**src/design/bfcd_pkg.sv**
```systemverilog
`timescale 1ns / 1ps
package bfcd_pkg;

	localparam int unsigned SECTOR_SHIFT     = 12;
	localparam int unsigned SECTOR_BYTES     = 1 << SECTOR_SHIFT;
	localparam int unsigned SECTORS_PER_BANK = 16;
	localparam int unsigned BANK_COUNT       = 2;
	localparam int unsigned BANK_BYTES       = SECTOR_BYTES * SECTORS_PER_BANK;
	localparam int unsigned ARRAY_BYTES      = BANK_BYTES * BANK_COUNT;
	localparam int unsigned MEM_AW           = $clog2(ARRAY_BYTES);

	localparam logic        ACC_READ  = 1'b0;
	localparam logic        ACC_WRITE = 1'b1;

	localparam logic [15:0] ADDR_UNLOCK_A = 16'h5555;
	localparam logic [15:0] ADDR_UNLOCK_B = 16'h2AAA;
	localparam logic [15:0] ADDR_BANK     = 16'h0000;
	localparam logic [7:0]  DATA_UNLOCK_A = 8'hAA;
	localparam logic [7:0]  DATA_UNLOCK_B = 8'h55;
	localparam logic [7:0]  CMD_BANK      = 8'hB0;
	localparam logic [7:0]  CMD_ERASE     = 8'h80;
	localparam logic [7:0]  CMD_PROGRAM   = 8'hA0;
	localparam logic [7:0]  DATA_CONFIRM  = 8'h30;
	localparam logic [7:0]  DATA_ERASED   = 8'hFF;
	localparam logic [7:0]  DATA_ZERO     = 8'h00;

	typedef enum logic [2:0] {
		SEQ_IDLE,
		SEQ_FIRST,
		SEQ_UNLOCKED,
		SEQ_OPERAND,
		SEQ_ERASE_AA,
		SEQ_ERASE_55
	} seq_stage_t;

	typedef enum logic [1:0] {
		OP_NONE,
		OP_BANK,
		OP_PROGRAM,
		OP_ERASE
	} op_t;

	typedef enum logic [2:0] {
		EV_NONE,
		EV_BANK,
		EV_ERASE,
		EV_PROGRAM,
		EV_ABORT
	} event_t;

	typedef enum logic [2:0] {
		CS_CLEAR,
		CS_IDLE,
		CS_PROGRAM,
		CS_ERASE,
		CS_FINISH
	} ctrl_state_t;

	typedef struct packed {
		event_t ev;
		logic   prog;
		logic   erase;
	} seq_dec_t;

	typedef struct packed {
		logic clear_step;
		logic accept;
		logic start_erase;
		logic prog_write;
		logic erase_step;
		logic out_load;
	} dp_cmd_t;

	typedef struct packed {
		logic clear_done;
		logic sector_done;
		logic out_free;
	} dp_sts_t;

	function automatic logic in_bank(logic [15:0] addr);
		return 32'(addr) < BANK_BYTES;
	endfunction

	function automatic logic [MEM_AW-1:0] mem_index(logic bank, logic [15:0] addr);
		logic [31:0] base;
		base = bank ? BANK_BYTES : 32'd0;
		return MEM_AW'(base + 32'(addr));
	endfunction

endpackage

```
**src/design/bfcd_seq.sv**
```systemverilog
`timescale 1ns / 1ps
module bfcd_seq (
	input  logic               clk,
	input  logic               arst_n,
	input  logic               update,
	input  logic [15:0]        address,
	input  logic [7:0]         write_data,
	output bfcd_pkg::seq_dec_t dec,
	output logic               bank
);

	bfcd_pkg::seq_stage_t stage_q, stage_d;
	bfcd_pkg::op_t        op_q, op_d;
	logic                 bank_q, bank_d;
	logic                 is_unlock_a, is_unlock_b, addr_ok;

	assign is_unlock_a = (address == bfcd_pkg::ADDR_UNLOCK_A) &&
		(write_data == bfcd_pkg::DATA_UNLOCK_A);
	assign is_unlock_b = (address == bfcd_pkg::ADDR_UNLOCK_B) &&
		(write_data == bfcd_pkg::DATA_UNLOCK_B);
	assign addr_ok = bfcd_pkg::in_bank(address);
	assign bank    = bank_q;

	always_comb begin
		stage_d = bfcd_pkg::SEQ_IDLE;
		op_d    = bfcd_pkg::OP_NONE;
		bank_d  = bank_q;
		case (stage_q)
			bfcd_pkg::SEQ_IDLE: begin
				if (is_unlock_a) begin
					stage_d = bfcd_pkg::SEQ_FIRST;
				end
			end
			bfcd_pkg::SEQ_FIRST: begin
				if (is_unlock_b) begin
					stage_d = bfcd_pkg::SEQ_UNLOCKED;
				end
			end
			bfcd_pkg::SEQ_UNLOCKED: begin
				if (address == bfcd_pkg::ADDR_UNLOCK_A) begin
					if (write_data == bfcd_pkg::CMD_BANK) begin
						stage_d = bfcd_pkg::SEQ_OPERAND;
						op_d    = bfcd_pkg::OP_BANK;
					end else if (write_data == bfcd_pkg::CMD_PROGRAM) begin
						stage_d = bfcd_pkg::SEQ_OPERAND;
						op_d    = bfcd_pkg::OP_PROGRAM;
					end else if (write_data == bfcd_pkg::CMD_ERASE) begin
						stage_d = bfcd_pkg::SEQ_ERASE_AA;
						op_d    = bfcd_pkg::OP_ERASE;
					end
				end
			end
			bfcd_pkg::SEQ_ERASE_AA: begin
				if (is_unlock_a) begin
					stage_d = bfcd_pkg::SEQ_ERASE_55;
					op_d    = op_q;
				end
			end
			bfcd_pkg::SEQ_ERASE_55: begin
				if (is_unlock_b) begin
					stage_d = bfcd_pkg::SEQ_OPERAND;
					op_d    = op_q;
				end
			end
			bfcd_pkg::SEQ_OPERAND: begin
				if (op_q == bfcd_pkg::OP_BANK && address == bfcd_pkg::ADDR_BANK) begin
					bank_d = (32'(write_data[0]) < bfcd_pkg::BANK_COUNT) ? write_data[0] : 1'b0;
				end
			end
			default: begin
				stage_d = bfcd_pkg::SEQ_IDLE;
			end
		endcase
	end

	always_comb begin
		dec = '{ev: bfcd_pkg::EV_ABORT, prog: 1'b0, erase: 1'b0};
		case (stage_q)
			bfcd_pkg::SEQ_IDLE: begin
				dec.ev = bfcd_pkg::EV_NONE;
			end
			bfcd_pkg::SEQ_FIRST, bfcd_pkg::SEQ_ERASE_55: begin
				if (is_unlock_b) begin
					dec.ev = bfcd_pkg::EV_NONE;
				end
			end
			bfcd_pkg::SEQ_ERASE_AA: begin
				if (is_unlock_a) begin
					dec.ev = bfcd_pkg::EV_NONE;
				end
			end
			bfcd_pkg::SEQ_UNLOCKED: begin
				if (address == bfcd_pkg::ADDR_UNLOCK_A && (write_data inside
					{bfcd_pkg::CMD_BANK, bfcd_pkg::CMD_PROGRAM, bfcd_pkg::CMD_ERASE})) begin
					dec.ev = bfcd_pkg::EV_NONE;
				end
			end
			bfcd_pkg::SEQ_OPERAND: begin
				case (op_q)
					bfcd_pkg::OP_BANK: begin
						if (address == bfcd_pkg::ADDR_BANK) begin
							dec.ev = bfcd_pkg::EV_BANK;
						end
					end
					bfcd_pkg::OP_PROGRAM: begin
						if (addr_ok) begin
							dec.ev   = bfcd_pkg::EV_PROGRAM;
							dec.prog = 1'b1;
						end
					end
					bfcd_pkg::OP_ERASE: begin
						if (addr_ok && write_data == bfcd_pkg::DATA_CONFIRM) begin
							dec.ev    = bfcd_pkg::EV_ERASE;
							dec.erase = 1'b1;
						end
					end
					default: begin
						dec.ev = bfcd_pkg::EV_ABORT;
					end
				endcase
			end
			default: begin
				dec.ev = bfcd_pkg::EV_ABORT;
			end
		endcase
	end

	always_ff @(posedge clk or negedge arst_n) begin
		if (!arst_n) begin
			stage_q <= bfcd_pkg::SEQ_IDLE;
			op_q    <= bfcd_pkg::OP_NONE;
			bank_q  <= 1'b0;
		end else if (update) begin
			stage_q <= stage_d;
			op_q    <= op_d;
			bank_q  <= bank_d;
		end
	end

endmodule

```
**config.mk**
```make
export PLATFORM = sky130hd
export DESIGN_NAME = bfcd_seq
export DESIGN_NICKNAME = d
export VERILOG_FILES = /design/src/design/bfcd_pkg.sv /design/src/design/bfcd_seq.sv
export SDC_FILE = /design/constraint.sdc
export NUM_CORES = 1
export LEC_CHECK = 0
export ABC_CLOCK_PERIOD_IN_PS = 2950
export BUFFER_PORTS_ARGS = -buffer_cell sky130_fd_sc_hd__buf_2
export CAP_MARGIN = 20
export CORE_MARGIN = 8
export CORE_UTILIZATION = 43
export DETAILED_ROUTE_END_ITERATION = 10
export HOLD_SLACK_MARGIN = 0.05
export PLACE_DENSITY = 0.86
export SYNTH_ARGS = -nofsm -noshare
export SYNTH_HDL_FRONTEND = slang
export SYNTH_SLANG_ARGS = --single-unit
```
**constraint.sdc**
```tcl
create_clock -name clk -period 2.95 [get_ports clk]
set_input_delay 0.59 -clock clk [delete_from_list [all_inputs] [get_ports clk]]
set_output_delay 0.59 -clock clk [all_outputs]
set_load 0.02 [all_outputs]
```
==> summary.txt <==
Run status
  – Status: finished clean

Place
  – DP HPWL: approximately 1.8 mm
  – DP Cell Count: between 100 and 150
  – Post-DP Area: ~810 um2
  – GP Congestion: just under 0.9
  – Post-Place Worst Slack: -0.02910 ns
  – I/O Buffers: 32

Floorplanning
  – Io pins: 33
  – Row cnt: 13
  – Core area: ~1300 um2
  – Die Y-Extent: between 50 and 60 um
  – Starting Density: ~46%
  – Die X: roughly 53 um
  – Die area: roughly 2900 um2

Synth
  – Yosys warnings: 0
  – Post-Synth XOR/XNOR Area: 1.452%
  – Synth area leader: dfrtp_1
  – Register area share after synthesis: between 20 and 25%
  – Synth Area in Compound Gates: 19.29%
  – Post-synth cell types: 32
  – Synth Area in Adders: 0%
  – Simple-gate area share of the yosys netlist: 50.62%
  – Syn Inst Count: 84
  – Avg Inst Size Synth: slightly above 7 um2
  – Cell Area, Synth: slightly above 600 um2
  – #FFs+latches synth: 6
  – Mux cell area share after synthesis: 1.867%
  – Main combinational cell family by area after synthesis: simple AND/OR/NAND/NOR gates
  – Mapped Nets: 111
  – Proportion of netlist area held by the largest area contributor: 24.90%
  – Synth top area cells: dfrtp_1 (25%), nand2_1 (6.8%), nor2_1 (5.6%), nor4_1 (5.2%), nand3_1 (4.1%)

Setup path
  – Critical Path RT: 2.36 ns
  – Largest stage delay, worst path: approximately 0.53 ns
  – Crit path depth: 7
  – Critical path fanouts, max: 3
  – Critical Path Slowest Stage Cell: or4b_4
  – Crit Path Class: in -> out
  – Worst path top cell family by delay: simple AND/OR/NAND/NOR gates
  – RR Startpoint: stage_q[2]
  – Crit. End Element: output port
  – R2r setup slk: between 1 and 1.5 ns
  – Critical-path cell list: buf_2, or4b_4, or4_1, nor2_1, o31ai_1, a211o_1, buf_4
  – R2R Path End: stage_q[2]
  – CP Buf/Inv Count: 2
  – Worst EP arrival: roughly 2.3 ns
  – Crit start category: primary input
  – Reg2reg path depth: 3

Drt
  – Total wire length: 2.113 mm
  – Post-route ant nets: 0
  – DR pass1 iterations: 4
  – DR WL/cell: 15.31 um
  – DR DRC count: 0
  – Starting DRT DRC Count: 22
  – Via Count: around 800
  – Routed vias/inst: around 5.9

Clock network
  – CTS Buffer Depth: 2
  – H-tree Lvls: 1
  – Clk Latency, worst-skew pair: ~0.25 ns
  – Postcts setup bufs: 0
  – Inserted Clock Buffers: 3
  – Worst-path clk slew: 0.05 ns
  – Root buf cell: clkbuf_4
  – Clock tree sinks: 6
  – TritonCTS clock tree: yes

Final layout
  – Area growth syn-to-layout: 41.49%
  – Final instance area: 853.3 um2
  – Layout cells sized above 1: 34.15%
  – Antenna diode count: 0
  – Filler cells: 120
  – Nets: ~150
  – Post-Route Utilization: between 60% and 70%
  – Layout Cells excl Fill: ~140

Global route
  – First-pass GRT wire length: 3.456 mm
  – Initial antenna violation count: 0
  – GRT Total Usage: 15.68%
  – Vias in the first global route: roughly 800
  – Global route overflow: 0
  – Largest net degree at the start of global routing: 9

Pwr
  – Leakage: 0.3772 nW
  – Worst vdd ir: ~0.00025 V
  – Pwr dens: between 200 and 250 nW/um2

STA
  – Period utilization: 96.45%
  – Headroom to the max-slew limit: 69.69%
  – Max Freq: between 300 and 400 MHz
  – Slew Limit Fails: 0
  – RSZ-0062 raised after global routing: false
  – Tmin final: around 2.8 ns
  – Layout Skew: 0.009298 ns
  – Final worst slack: between 0.1 and 0.15 ns
  – Final hold violations: 0
  – Slew @ Worst Pin: 0.4536 ns
  – # setup viols final: 0

Min path
  – Worst min path class: in -> async

Flow run
  – Max-cap check violation count: 0
sequential cells by signal, summed over array words and instances (netlist names):
register	flops
bank	1
op_q	2
stage_q	3
metrics by stage:
stage,hold slack (ns),power [W],TNS [ns]
2_1_floorplan,0.2944,0.00009562,0
3_3_place_gp,0.4144,0.0001253,0
3_5_place_dp,0.4208,0.0001272,-0.02910
4_1_cts,0.1599,0.0002035,0
5_1_grt,0.1598,0.0002169,0
6_report,0.1563,0.0002046,0
cell usage in the layout (no fill, tap or decap), types with 4 or more instances in the layout:
| master | synthesis | routed |
|---|---|---|
| dfrtp_1 | 6 | 6 |
| nand3_1 | 5 | 5 |
| nor3_1 | 4 | 4 |
| a21oi_1 | 4 | 4 |
| nor2_1 | 9 | 9 |
| nand4_1 | 4 | 4 |
| nor4_1 | 5 | 4 |
| buf_2 | 0 | 31 |
| nand2_1 | 11 | 11 |
| buf_4 | 0 | 5 |
timing repair:
item,in CTS,in global routing
pin swaps,1,1
setup endpoints to repair,1,1
resized for setup,2,2
hold buffers,0,0
gates cloned,0,0
Yosys cell counts:
library cell / count
nor2_1: 9
xor2_1: 1
and2b_1: 1
a31oi_1: 1
mux2_1: 1
nor4_1: 5
and4_1: 1
nand4b_1: 1
nor3_1: 4
o21ai_0: 2
nand4_1: 4
nand3_1: 5
a21oi_1: 4
inv_1: 3
or4_1: 3
nand2_1: 11
a22oi_1: 1
dfrtp_1: 6
nor2b_1: 2
a21o_1: 1
nand3b_1: 1
o311ai_1: 1
a2bb2oi_1: 2
or2b_1: 1
nor4b_1: 2
o21ai_1: 3
or4b_1: 1
a211o_1: 1
o31ai_1: 2
nand2b_1: 1
or3_1: 2
nor3b_1: 1
where the power goes:
part	switching, W	leakage [nW]	internal, W
Combinational	0.0000234	0.280	0.0000228
Clock	0.0000299	0.0138	0.0000460
Sequential	0.00000000000482	0.0839	0.0000826
layout make-up:
type	count	area (um2)	area share, %
multi-input cells	75	457.9	53.67
flip-flops and latches	6	150.1	17.60
well taps	15	18.77	2.199
clock buffers	3	22.52	2.639
inverters	3	11.26	1.320
repair buffers	36	192.7	22.58
layer usage:
layer  vias to the layer above  GRT usage [%]  routed length (um)
met2                        29          28.32                1134
met4                         0          5.042                  44
met5                         -              0                   0
met3                         6          4.482                 145
li1                        407              -                   -
met1                       377          16.96                 789
worst register-to-register path: cells and delay by family (launching register included):
kind	cells	cell delay, ns
and+or+nand+nor	2	0.88
DFF	1	0.45
AOI/OAI and AO/OA	1	0.24
how the worst max path moves through the flow:
| stage | startpoint | to | slack [ns] |
|---|---|---|---|
| final | write_data[7] | dec[4] | 0.10 |
| after global routing | write_data[7] | dec[4] | 0.04 |
| after CTS | write_data[7] | dec[4] | 0.11 |
| after detailed placement | write_data[7] | dec[4] | -0.03 |
| after global placement | write_data[7] | dec[4] | 0.005 |
| after floorplan | write_data[7] | dec[4] | 0.22 |
logic make-up after synthesis:
group	count (synthesis)
AND/OR/NAND/NOR	55
XOR/XNOR	1
AO/OA/AOI/OAI	18
buffers and inverters	3
multiplexers	1
flip-flops	6
Note: power is estimated with default switching activity, not from simulation.
