==> src/design/bfcd_pkg.sv <==
`timescale 1ns / 1ps
package bfcd_pkg;

	localparam int unsigned SECTOR_SHIFT     = 12;
	localparam int unsigned SECTOR_BYTES     = 1 << SECTOR_SHIFT;
	localparam int unsigned SECTORS_PER_BANK = 16;
	localparam int unsigned BANK_COUNT       = 2;
	localparam int unsigned BANK_BYTES       = SECTOR_BYTES * SECTORS_PER_BANK;
	localparam int unsigned ARRAY_BYTES      = BANK_BYTES * BANK_COUNT;
	localparam int unsigned MEM_AW           = $clog2(ARRAY_BYTES);

	localparam logic        ACC_READ  = 1'b0;
	localparam logic        ACC_WRITE = 1'b1;

	localparam logic [15:0] ADDR_UNLOCK_A = 16'h5555;
	localparam logic [15:0] ADDR_UNLOCK_B = 16'h2AAA;
	localparam logic [15:0] ADDR_BANK     = 16'h0000;
	localparam logic [7:0]  DATA_UNLOCK_A = 8'hAA;
	localparam logic [7:0]  DATA_UNLOCK_B = 8'h55;
	localparam logic [7:0]  CMD_BANK      = 8'hB0;
	localparam logic [7:0]  CMD_ERASE     = 8'h80;
	localparam logic [7:0]  CMD_PROGRAM   = 8'hA0;
	localparam logic [7:0]  DATA_CONFIRM  = 8'h30;
	localparam logic [7:0]  DATA_ERASED   = 8'hFF;
	localparam logic [7:0]  DATA_ZERO     = 8'h00;

	typedef enum logic [2:0] {
		SEQ_IDLE,
		SEQ_FIRST,
		SEQ_UNLOCKED,
		SEQ_OPERAND,
		SEQ_ERASE_AA,
		SEQ_ERASE_55
	} seq_stage_t;

	typedef enum logic [1:0] {
		OP_NONE,
		OP_BANK,
		OP_PROGRAM,
		OP_ERASE
	} op_t;

	typedef enum logic [2:0] {
		EV_NONE,
		EV_BANK,
		EV_ERASE,
		EV_PROGRAM,
		EV_ABORT
	} event_t;

	typedef enum logic [2:0] {
		CS_CLEAR,
		CS_IDLE,
		CS_PROGRAM,
		CS_ERASE,
		CS_FINISH
	} ctrl_state_t;

	typedef struct packed {
		event_t ev;
		logic   prog;
		logic   erase;
	} seq_dec_t;

	typedef struct packed {
		logic clear_step;
		logic accept;
		logic start_erase;
		logic prog_write;
		logic erase_step;
		logic out_load;
	} dp_cmd_t;

	typedef struct packed {
		logic clear_done;
		logic sector_done;
		logic out_free;
	} dp_sts_t;

	function automatic logic in_bank(logic [15:0] addr);
		return 32'(addr) < BANK_BYTES;
	endfunction

	function automatic logic [MEM_AW-1:0] mem_index(logic bank, logic [15:0] addr);
		logic [31:0] base;
		base = bank ? BANK_BYTES : 32'd0;
		return MEM_AW'(base + 32'(addr));
	endfunction

endpackage

==> src/design/bfcd_ctrl.sv <==
`timescale 1ns / 1ps
module bfcd_ctrl (
	input  logic               clk,
	input  logic               arst_n,
	input  logic               req_valid,
	input  logic               is_write,
	input  bfcd_pkg::seq_dec_t dec,
	input  bfcd_pkg::dp_sts_t  sts,
	output logic               req_ready,
	output bfcd_pkg::dp_cmd_t  cmd
);

	bfcd_pkg::ctrl_state_t state_q, state_d;

	always_comb begin
		state_d = state_q;
		case (state_q)
			bfcd_pkg::CS_CLEAR: begin
				if (sts.clear_done) begin
					state_d = bfcd_pkg::CS_IDLE;
				end
			end
			bfcd_pkg::CS_IDLE: begin
				if (req_valid) begin
					if (is_write && dec.prog) begin
						state_d = bfcd_pkg::CS_PROGRAM;
					end else if (is_write && dec.erase) begin
						state_d = bfcd_pkg::CS_ERASE;
					end else begin
						state_d = bfcd_pkg::CS_FINISH;
					end
				end
			end
			bfcd_pkg::CS_PROGRAM: begin
				state_d = bfcd_pkg::CS_FINISH;
			end
			bfcd_pkg::CS_ERASE: begin
				if (sts.sector_done) begin
					state_d = bfcd_pkg::CS_FINISH;
				end
			end
			bfcd_pkg::CS_FINISH: begin
				if (sts.out_free) begin
					state_d = bfcd_pkg::CS_IDLE;
				end
			end
			default: begin
				state_d = bfcd_pkg::CS_CLEAR;
			end
		endcase
	end

	always_comb begin
		req_ready       = (state_q == bfcd_pkg::CS_IDLE);
		cmd.clear_step  = (state_q == bfcd_pkg::CS_CLEAR);
		cmd.accept      = req_ready && req_valid;
		cmd.start_erase = cmd.accept && is_write && dec.erase;
		cmd.prog_write  = (state_q == bfcd_pkg::CS_PROGRAM);
		cmd.erase_step  = (state_q == bfcd_pkg::CS_ERASE);
		cmd.out_load    = (state_q == bfcd_pkg::CS_FINISH) && sts.out_free;
	end

	always_ff @(posedge clk or negedge arst_n) begin
		if (!arst_n) begin
			state_q <= bfcd_pkg::CS_CLEAR;
		end else begin
			state_q <= state_d;
		end
	end

endmodule

==> config.mk <==
export PLATFORM = sky130hd
export DESIGN_NAME = bfcd_ctrl
export DESIGN_NICKNAME = d
export VERILOG_FILES = /design/src/design/bfcd_pkg.sv /design/src/design/bfcd_ctrl.sv
export SDC_FILE = /design/constraint.sdc
export NUM_CORES = 1
export LEC_CHECK = 0
export ABC_AREA = 1
export BUFFER_PORTS_ARGS = -buffer_cell sky130_fd_sc_hd__buf_4
export CORE_AREA = 2 2 39 41
export DETAILED_ROUTE_END_ITERATION = 10
export DIE_AREA = 0 0 41 43
export PLACE_DENSITY = 0.5
export SYNTH_ARGS = -nofsm -noshare
export SYNTH_HDL_FRONTEND = slang
export SYNTH_SLANG_ARGS = --single-unit
==> constraint.sdc <==
create_clock -name clk -period 3.25 [get_ports clk]
set_input_delay 0.4875 -clock clk [delete_from_list [all_inputs] [get_ports clk]]
set_output_delay 0.4875 -clock clk [all_outputs]
set_load 0.05 [all_outputs]
==> results of run 1 <==
==> synthesized netlist by cell type <==
master   instances
nand2_1         12
inv_1            7
nand3_1          4
nor2_1           4
dfrtp_1          3
nand2_2          3
nor2_2           3
inv_2            2
nor3_1           2
a21oi_2          1
nand3_2          1
o21ai_0          1
o21ai_2          1
==> layer usage <==
layer	up-vias	share of wire [%]	wire length, um
li1	171	-	-
met1	128	47	280
met2	7	47	280
met3	0	5.6	33
met4	0	0	0
met5	-	0	0
==> worst paths after layout <==
| path | slack [ps] | from | end |
|---|---|---|---|
| worst min register to register | 610 | state_q[0]$_DFFE_PN0P_ | state_q[0]$_DFFE_PN0P_ |
| min in group clk | 540 | sts[1] | state_q[1]$_DFFE_PN0P_ |
| worst max register to register | 2150 | state_q[0]$_DFFE_PN0P_ | state_q[0]$_DFFE_PN0P_ |
| worst min-delay path | 40 | arst_n | state_q[0]$_DFFE_PN0P_ |
| worst max-delay path | 1420 | state_q[2]$_DFFE_PN0P_ | cmd[3] |
| max in group asynchronous | 3120 | arst_n | state_q[1]$_DFFE_PN0P_ |
==> kinds of logic after synthesis <==
logic type	count (synthesis)	share of synthesized area [%]
flip-flops	3	27.9
buffers and inverters	9	12.6
AND/OR/NAND/NOR	29	51.2
AO/OA/AOI/OAI	3	8.37
==> worst reg2reg max path, stage by stage (launching register included) <==
cell	delay [ps]
dfrtp_1	420
nor2_1	190
nand3_1	120
nand2_1	110
nor2_2	50
nand2_1	50
nand2_1	50
==> power by group through the flow <==
stage | Combinational (mW) | Clock, mW | Sequential [mW]
global placement | 0.293 | 0 | 0.0760
global route | 0.319 | 0.0731 | 0.0770
detailed placement | 0.292 | 0 | 0.0754
CTS | 0.293 | 0.0674 | 0.0750
finish | 0.289 | 0.0635 | 0.0749
floorplan | 0.224 | 0 | 0.0705
==> layout make-up <==
type	instances	area, um2
clock buffer	4	26.3
fill	163	956
inverter	9	33.8
multi-input combinational	32	160
sequential	3	75.1
tap	16	20.0
timing repair buffer	15	113
==> metrics by stage <==
stage,hold WS (ps),std cells
after detailed placement,279,75
after CTS,30.9,79
after floorplan,192,44
after global placement,278,75
after global routing,24.5,79
final,38.7,79
==> qor.yml, run 1 <==
tightest_slew_ps: 204
hold_violations: 0
cp_top_family: "simple AND/OR/NAND/NOR gates"
reg_top3: "state_q x3"
start_kind: "flop"
hp-class: "input pin to async pin"
yosys.area.top_type: "dfrtp_1"
grt.busiest_layer: "met1"
grt_pass1_wl_um: 945
core_area_mm2: 0.00138
vias_per_cell: 3.87
reg2regPathDepth: 6
nets: 76
largest_register_ffs: 3
synthCells: 44
cts.path.max_buffers: 2
slew_violations: 0
dp_hpwl_um: 500
setup_violations: 0
wl_per_cell_um: 7.52
io_pins: 19
rsz0062_at_grt: "false"
path_cells: "nor2_2, nand2_2, nor3_1, buf_4"
synth_top_area_share_pct: 27.9
grt_util_met3_pct: 3.14
drcViolationCount: 0
h-tree-depth: 1
io_buffers: 15
fin_area_um2: 428
p_int_mw: 0.188
final_util_pct: 30.9
min_period_over_period_pct: 56.4
place_congestion: 0.684
post_cts_resized: 0
overflow: 0
ys_ff_latch: 3
antenna_found_initial: 0
power_frac_clock_pct: 14.9
start_util_pct: 19.4
die-area_mm2: 0.00176
avgSynthCellArea_um2: 6.11
diodes: 0
grt_usage_pct: 7.96
postCtsHoldBufs: 0
cap_viol_max_count: 0
clk_pin_slew_ps: 40
ant_nets: 0
die_y_um: 43
vdd_drop_max_mv: 0.225
max_freq_mhz: 545
timing.final.ws_setup_ps: 1420
insertion_delay_ps: 230
cts_sinks: 3
netlist_area_um2: 269
gr-usage-met1_pct: 11.4
setup_tns_ps: 0
regMostFlops: "state_q"
synth_nets: 56
cp_num_cells: 4
place_area_um2: 402
status: "finished, final reports clean"
crit_arrival_ps: 1350
period_needed_ps: 1830
p_seq_share_pct: 17.5
cp.required_ps: 2760
grt_max_degree: 6
yosys-top-cells-area: "dfrtp_1, nand2_1, inv_1"
power_density_mw_per_mm2: 999
grt_pass1_vias: 239
skew_ps: 2.04
critical_path_class: "flop to output port"
final_cell_mix: "buf_4, nand2_1, inv_1, nor2_1, nand3_1"
cp_slowest_cell: "dfrtp_1"
critical_path.max_stage_delay_ps: 430
num_rows: 14
cts_tree: "done"
cts_buffers: 3
post_cts_buffers: 0
switchingPower_mw: 0.240
layout_commonest_cell: "buf_4"
layout-drive-gt1-share_pct: 46.0
die_w_um: 41
vias: 306
power_frac_comb_pct: 67.6
cp_max_fo: 5
power_mw: 0.427
initialDrtViolationCount: 7
yosys.cell_types.count: 13
yosysSeqAreaShare_pct: 27.9
place_ws_ps: 1660
leakage_nw: 0.250
ys_warn_count: 0
drt_pass1_iterations: 4
end_kind: "output port"
grtUsageMet2_pct: 10.0
drt-total-wl_um: 594
cp.buffers_inverters: 1
relSlewSlack_pct: 86.4
root_buffer: "clkbuf_4"
p_sw_share_pct: 56.1
syn2layout_area_growth_pct: 59.1
Note: power is estimated with default switching activity, not from simulation.
==> run 2, diff against run 1 <==
--- a/config.mk
+++ b/config.mk
@@ -5,12 +5,12 @@
 export SDC_FILE = /design/constraint.sdc
 export NUM_CORES = 1
 export LEC_CHECK = 0
-export ABC_AREA = 1
+export ABC_AREA = 0
 export BUFFER_PORTS_ARGS = -buffer_cell sky130_fd_sc_hd__buf_4
 export CORE_AREA = 2 2 39 41
 export DETAILED_ROUTE_END_ITERATION = 10
 export DIE_AREA = 0 0 41 43
-export PLACE_DENSITY = 0.5
+export PLACE_DENSITY = 0.54
 export SYNTH_ARGS = -nofsm -noshare
 export SYNTH_HDL_FRONTEND = slang
 export SYNTH_SLANG_ARGS = --single-unit
==> constraint.sdc (replaced) <==
create_clock -name clk -period 1.5 [get_ports clk]
set_input_delay 0.225 -clock clk [delete_from_list [all_inputs] [get_ports clk]]
set_output_delay 0.225 -clock clk [all_outputs]
set_load 0.05 [all_outputs]
==> run 2 against run 1 <==
  * Flip-flop and latch count did not move
  * Synthesized area increased by 7.4%
  * Clock skew shrank 1.5 ps
  * First-iteration DRC count is 14% higher
  * Clock power up 130%
  * Register-to-register slack worse by 1800 ps
  * Critical endpoint is now cmd[2]
  * Largest power group unchanged
==> qor.yml, run 2 <==
drt_pass1_iterations: 4  # unchanged
power_frac_clock_pct: 14.4  # -0.5 points
max_freq_mhz: 693
vias: 300  # -2.0%
synth-xor-area-share_pct: 0  # unchanged
synth_top_family_by_area: "simple AND/OR/NAND/NOR gates"
cts_tree: "done"
die_w_um: 41  # unchanged
yosys-top-cells-area: "dfrtp_1, nand2b_4, buf_6"
layout_commonest_cell: "buf_4"
p_int_mw: 0.485  # +160%
wl_per_cell_um: 9.74  # +29%
cap_viol_max_count: 0  # unchanged
layout-drive-gt1-share_pct: 59.6  # +14 points
path_cells: "buf_4, inv_2, nor3_2, buf_4"
yosys.area.top_type: "dfrtp_1"
dp_hpwl_um: 517  # +3.5%
final_cells: 68  # -14%
end_kind: "output port"
status: "finished, final reports clean"
io_buffers: 15  # unchanged
synth_flop_cell: "dfrtp_1"
period_needed_ps: 1440
cts_sinks: 3  # unchanged
vias_per_cell: 4.41  # +14%
antenna_found_initial: 0  # unchanged
cp_common_cell: "buf_4"
die-area_mm2: 0.00176  # unchanged
power_frac_comb_pct: 71.5  # +3.9 points
relSlewSlack_pct: 87.8  # +1.4 points
reg2reg_slack_ps: 370  # -1780 ps
largest_register_ffs: 3  # unchanged
diodes: 0  # unchanged
critical_path_class: "flop to output port"
yosys-mux-area-fraction_pct: 5.19  # +5.2 points
yosys.area_share.adder_pct: 0  # unchanged
yosys.area_share.simple_pct: 33.3  # -18 points
final_cell_mix: "buf_4, a21oi_1, clkbuf_4, dfrtp_1"
ys_warn_count: 0  # unchanged
core_area_mm2: 0.00138  # unchanged
dp.cells: 63  # -16%
cts.path.max_buffers: 2  # unchanged
synth_enable_flop_cells: 0  # unchanged
switchingPower_mw: 0.511  # +110%
cp_slowest_cell: "dfrtp_1"
place_ws_ps: 275  # -1390 ps
post_cts_buffers: 0  # unchanged
drcViolationCount: 0  # unchanged
cp.required_ps: 1270  # -1490 ps
tightest_slew_ps: 183  # -20.7 ps
grt_usage_pct: 8.36  # +0.40 points
netlist_area_um2: 289  # +7.4%
setup_violations: 0  # unchanged
synthTopCellsByCount: "a21oi_1, dfrtp_1, nor2_1, nor3_1"
slew_violations: 0  # unchanged
syn2layout_area_growth_pct: 65.8
clk_pin_slew_ps: 40  # about the same
setup_tns_ps: 0  # unchanged
yosysSeqAreaShare_pct: 26.0  # -1.9 points
synth_top_area_share_pct: 26.0  # -1.9 points
rsz0062_at_grt: "false"
hold_violations: 0  # unchanged
initialDrtViolationCount: 8  # +1
die_y_um: 43  # unchanged
synth_compound_area_share_pct: 25.1  # +17 points
async_reset_ff_share_pct: 100  # unchanged
drt-total-wl_um: 662  # +11%
grt_pass1_vias: 247  # +3.3%
insertion_delay_ps: 230  # about the same
reg_top3: "state_q x3"
synthCells: 31  # -30%
ant_nets: 0  # unchanged
timing.final.ws_setup_ps: 56.1  # -1360 ps
grt_max_degree: 9  # +3
synth_nets: 43  # -23%
grt_pass1_wl_um: 952  # +0.74%
ys_ff_latch: 3  # unchanged
p_seq_share_pct: 14.0  # -3.5 points
skew_ps: 0.552  # -1.49 ps
cp_top_family: "buffers and inverters"
crit_arrival_ps: 1220  # -130 ps
io_pins: 19  # unchanged
regMostFlops: "state_q"
yosys.cell_types.count: 21  # +8
overflow: 0  # unchanged
cts_buffers: 3  # unchanged
vdd_drop_max_mv: 1.16  # +410%
hp-class: "input pin to flop"
p_sw_share_pct: 51.3  # -4.8 points
cp.buffers_inverters: 3  # +2
avgSynthCellArea_um2: 9.32  # +52%
start_util_pct: 20.9  # +1.4 points
num_rows: 14  # unchanged
h-tree-depth: 1  # unchanged
leakage_nw: 0.221  # -12%
place_congestion: 0.826  # +21%
critical_path.max_stage_delay_ps: 350  # -80 ps
power_density_mw_per_mm2: 2080  # +110%
root_buffer: "clkbuf_4"
nets: 65  # -14%
cp_max_fo: 8  # +3
min_period_over_period_pct: 96.3
start_kind: "flop"
==> run 2: area by class of cell <==
type,instances,area (um2)
well taps,16,20.0
repair buffers,19,149
inverters,2,7.51
multi-input cells,24,201
clock buffers,4,26.3
flip-flops and latches,3,75.1
fillers,155,905
==> run 2: per-stage QoR <==
stage	util, %	power (mW)	area, um2	hold slack (ps)
final	34.6	0.996	479	287
after global routing	34.6	1.05	479	305
after CTS	34.0	1.00	470	285
after detailed placement	31.4	0.848	434	17.1
after global placement	31.4	0.853	434	15.9
after floorplan	-	0.680	302	-70.6
==> run 2: kinds of logic (layout without fill, tap and decap cells) <==
group,count (synthesis),after routing
simple gates,14,14
compound gates,9,9
buf+inv,4,25
flops,3,3
mux,1,1
==> run 2: final timing paths <==
path	startpoint	end	cells past startpoint
max	state_q[1]$_DFFE_PN0P_	cmd[2]	4
min	sts[1]	state_q[1]$_DFFE_PN0P_	3
max reg2reg	state_q[2]$_DFFE_PN0P_	state_q[0]$_DFFE_PN0P_	4
min reg2reg	state_q[2]$_DFFE_PN0P_	state_q[1]$_DFFE_PN0P_	2
max in group asynchronous	arst_n	state_q[1]$_DFFE_PN0P_	2
min in group asynchronous	arst_n	state_q[2]$_DFFE_PN0P_	2
==> run 2: repair_timing <==
| item | CTS | global route |
|---|---|---|
| endpoints found under the setup margin | 0 | 2 |
| hold buffers | 1 | 0 |
| gates resized for setup | 0 | 2 |
| endpoints found under the hold margin | 3 | 0 |
==> run 2: tightest hold or removal path, cell delays in order <==
cell and delay [ps]:
buf_4 90, nand2b_1 100, a21oi_1 60
==> run 2: layer usage <==
layer | part of all wire (%) | up-vias | global-route usage, %
met5 | 0 | - | 0
met4 | 1.5 | 0 | 6.00
met3 | 11 | 2 | 3.14
met2 | 43 | 15 | 9.69
met1 | 45 | 127 | 12.0
li1 | - | 156 | -
==> run 2: power by group through the flow <==
| stage | clock [mW] | combinational, mW | sequential, mW |
|---|---|---|---|
| after detailed placement | 0 | 0.708 | 0.140 |
| after CTS | 0.150 | 0.713 | 0.140 |
| after global routing | 0.152 | 0.753 | 0.143 |
| after floorplan | 0 | 0.525 | 0.155 |
| final | 0.144 | 0.712 | 0.140 |
| after global placement | 0 | 0.712 | 0.141 |
==> run 3, diff against run 2 <==
--- a/config.mk
+++ b/config.mk
@@ -10,7 +10,7 @@
 export CORE_AREA = 2 2 39 41
 export DETAILED_ROUTE_END_ITERATION = 10
 export DIE_AREA = 0 0 41 43
-export PLACE_DENSITY = 0.54
+export PLACE_DENSITY = 0.55
 export SYNTH_ARGS = -nofsm -noshare
 export SYNTH_HDL_FRONTEND = slang
 export SYNTH_SLANG_ARGS = --single-unit
==> run 3 against run 2 <==
  * Critical path depth is the same
  * Sequential share of layout area shrank 0.14 points
  * Flip-flop and latch count is the same
  * Critical path type unchanged
  * First-iteration DRC count shrank 38%
  * Fmax shrank 0.99%
==> qor.yml, run 3 (synthesis gave the netlist of run 2 again) <==
hp-class: "input pin to flop"
insertion_delay_ps: 230  # about the same
max_freq_mhz: 686  # -0.99%
io_buffers: 15  # unchanged
syn2layout_area_growth_pct: 70.1
slew_violations: 0  # unchanged
rsz0062_at_grt: "false"
crit_arrival_ps: 1230  # about the same
regMostFlops: "state_q"
grt_pass1_wl_mm: 1.08  # +13%
cp_max_fo: 4  # -4
dp_hpwl_um: 524  # +1.3%
drt_pass1_iterations: 4  # unchanged
clk_pin_slew_ps: 40  # about the same
min_to: "state_q[1]$_DFFE_PN0P_"
grt_max_degree: 8  # -1
power_density_mw_per_mm2: 2070  # -0.57%
setup_violations: 0  # unchanged
drt-total-wl_um: 695  # +5.0%
dp.cells: 62  # -1.6%
reg2regPathDepth: 4  # unchanged
largest_register_ffs: 3  # unchanged
start_util_pct: 20.9  # unchanged
vdd_drop_max_mv: 0.889  # -23%
skew_ps: 3.67  # +3.12 ps
start_kind: "flop"
cts_buffers: 3  # unchanged
diodes: 0  # unchanged
reg2reg_slack_ps: 350  # -20 ps
grt_usage_pct: 8.96  # +0.60 points
layout_commonest_cell: "buf_4"
min_period_over_period_pct: 97.2  # +0.97 points
die_y_um: 43  # unchanged
worstHoldStart: "sts[1]"
leakage_nw: 0.225  # +1.8%
place_area_um2: 427  # -1.7%
cts.path.max_buffers: 2  # unchanged
r2r_end: "state_q[0]$_DFFE_PN0P_"
setup_tns_ps: 0  # unchanged
cap_viol_max_count: 0  # unchanged
num_rows: 14  # unchanged
cts_sinks: 3  # unchanged
root_buffer: "clkbuf_4"
vias_per_cell: 4.43  # +0.52%
tightest_slew_ps: 201  # +17.5 ps
power_mw: 1.02  # +2.0%
status: "finished, final reports clean"
hold_violations: 0  # unchanged
relSlewSlack_pct: 86.6  # -1.2 points
timing.rr.start: "state_q[2]$_DFFE_PN0P_"
die-area_mm2: 0.00176  # unchanged
final_cells: 69  # +1.5%
critical_path_class: "flop to output port"
end_kind: "output port"
h-tree-depth: 1  # unchanged
cp.required_ps: 1270  # about the same
final_cell_mix: "buf_4, a21oi_1, clkbuf_4"
nets: 66  # +1.5%
die_w_um: 41  # unchanged
cts_tree: "done"
layout-drive-gt1-share_pct: 62.3  # +2.6 points
ant_nets: 0  # unchanged
overflow: 0  # unchanged
drcViolationCount: 0  # unchanged
vias: 306  # +2.0%
hold_path_depth: 3  # unchanged
io_pins: 19  # unchanged
fin_area_um2: 492  # +2.6%
period_needed_ps: 1460  # +14.5 ps
place_congestion: 0.714  # -14%
initialDrtViolationCount: 5  # -3
grt_pass1_vias: 273  # +11%
reg_top3: "state_q x3"
antenna_found_initial: 0  # unchanged
core_area_mm2: 0.00138  # unchanged
wl_per_cell_um: 10.1  # +3.5%
==> run 3: report_power, final <==
part           internal [mW]  switching (mW)
Sequential             0.116          0.0288
Combinational          0.285           0.445
Clock                 0.0997          0.0418
Total                  0.501           0.515
==> run 3: worst max-delay path by stage <==
stage | slack (ps) | start | end | cells after the start
after floorplan | -300 | state_q[0]$_DFFE_PN0P_ | cmd[0] | 1
after global placement | 150 | state_q[1]$_DFFE_PN0P_ | cmd[3] | 4
after detailed placement | 140 | state_q[1]$_DFFE_PN0P_ | cmd[3] | 4
after CTS | 7 | state_q[1]$_DFFE_PN0P_ | cmd[3] | 4
after global routing | 0.3 | state_q[2]$_DFFE_PN0P_ | cmd[3] | 4
final | 40 | state_q[1]$_DFFE_PN0P_ | cmd[3] | 4
==> run 3: metal layers <==
metal	part of all wire, %	vias to the layer above	GRT usage (%)	wire [um]
li1	-	157	-	-
met1	46	138	13.0	317
met2	47	11	11.6	329
met3	6.9	0	1.57	48
met4	0	0	6.00	0
met5	0	-	0	0
==> run 3: stage by stage <==
| stage | hold WS [ps] | util (%) | setup slack, ps |
|---|---|---|---|
| global placement | 14.2 | 30.8 | 147 |
| CTS | 265 | 34.9 | 7.35 |
| detailed placement | 15.0 | 30.8 | 142 |
| floorplan | -70.6 | - | -304 |
| global route | 273 | 35.5 | 0.279 |
| finish | 272 | 35.5 | 41.7 |
==> run 3: critical path: stages (launching register included) <==
cell and delay (ps):
dfrtp_2 420, nand2b_4 170, nor2_4 80, and3_4 190
buf_8 140
==> run 3: layout make-up <==
cell class / instances / area (um2)
flip-flops and latches: 3 / 76.3
multi-input cells: 24 / 201
repair buffers: 20 / 160
fillers: 151 / 892
inverters: 2 / 7.51
well taps: 16 / 20.0
clock buffers: 4 / 26.3
==> run 3: timing repair <==
item,CTS,global route
hold endpoints to repair,3,0
pin swaps,0,1
gates resized for setup,2,2
setup endpoints to repair,1,2
setup buffers,2,0
hold buffers,1,0
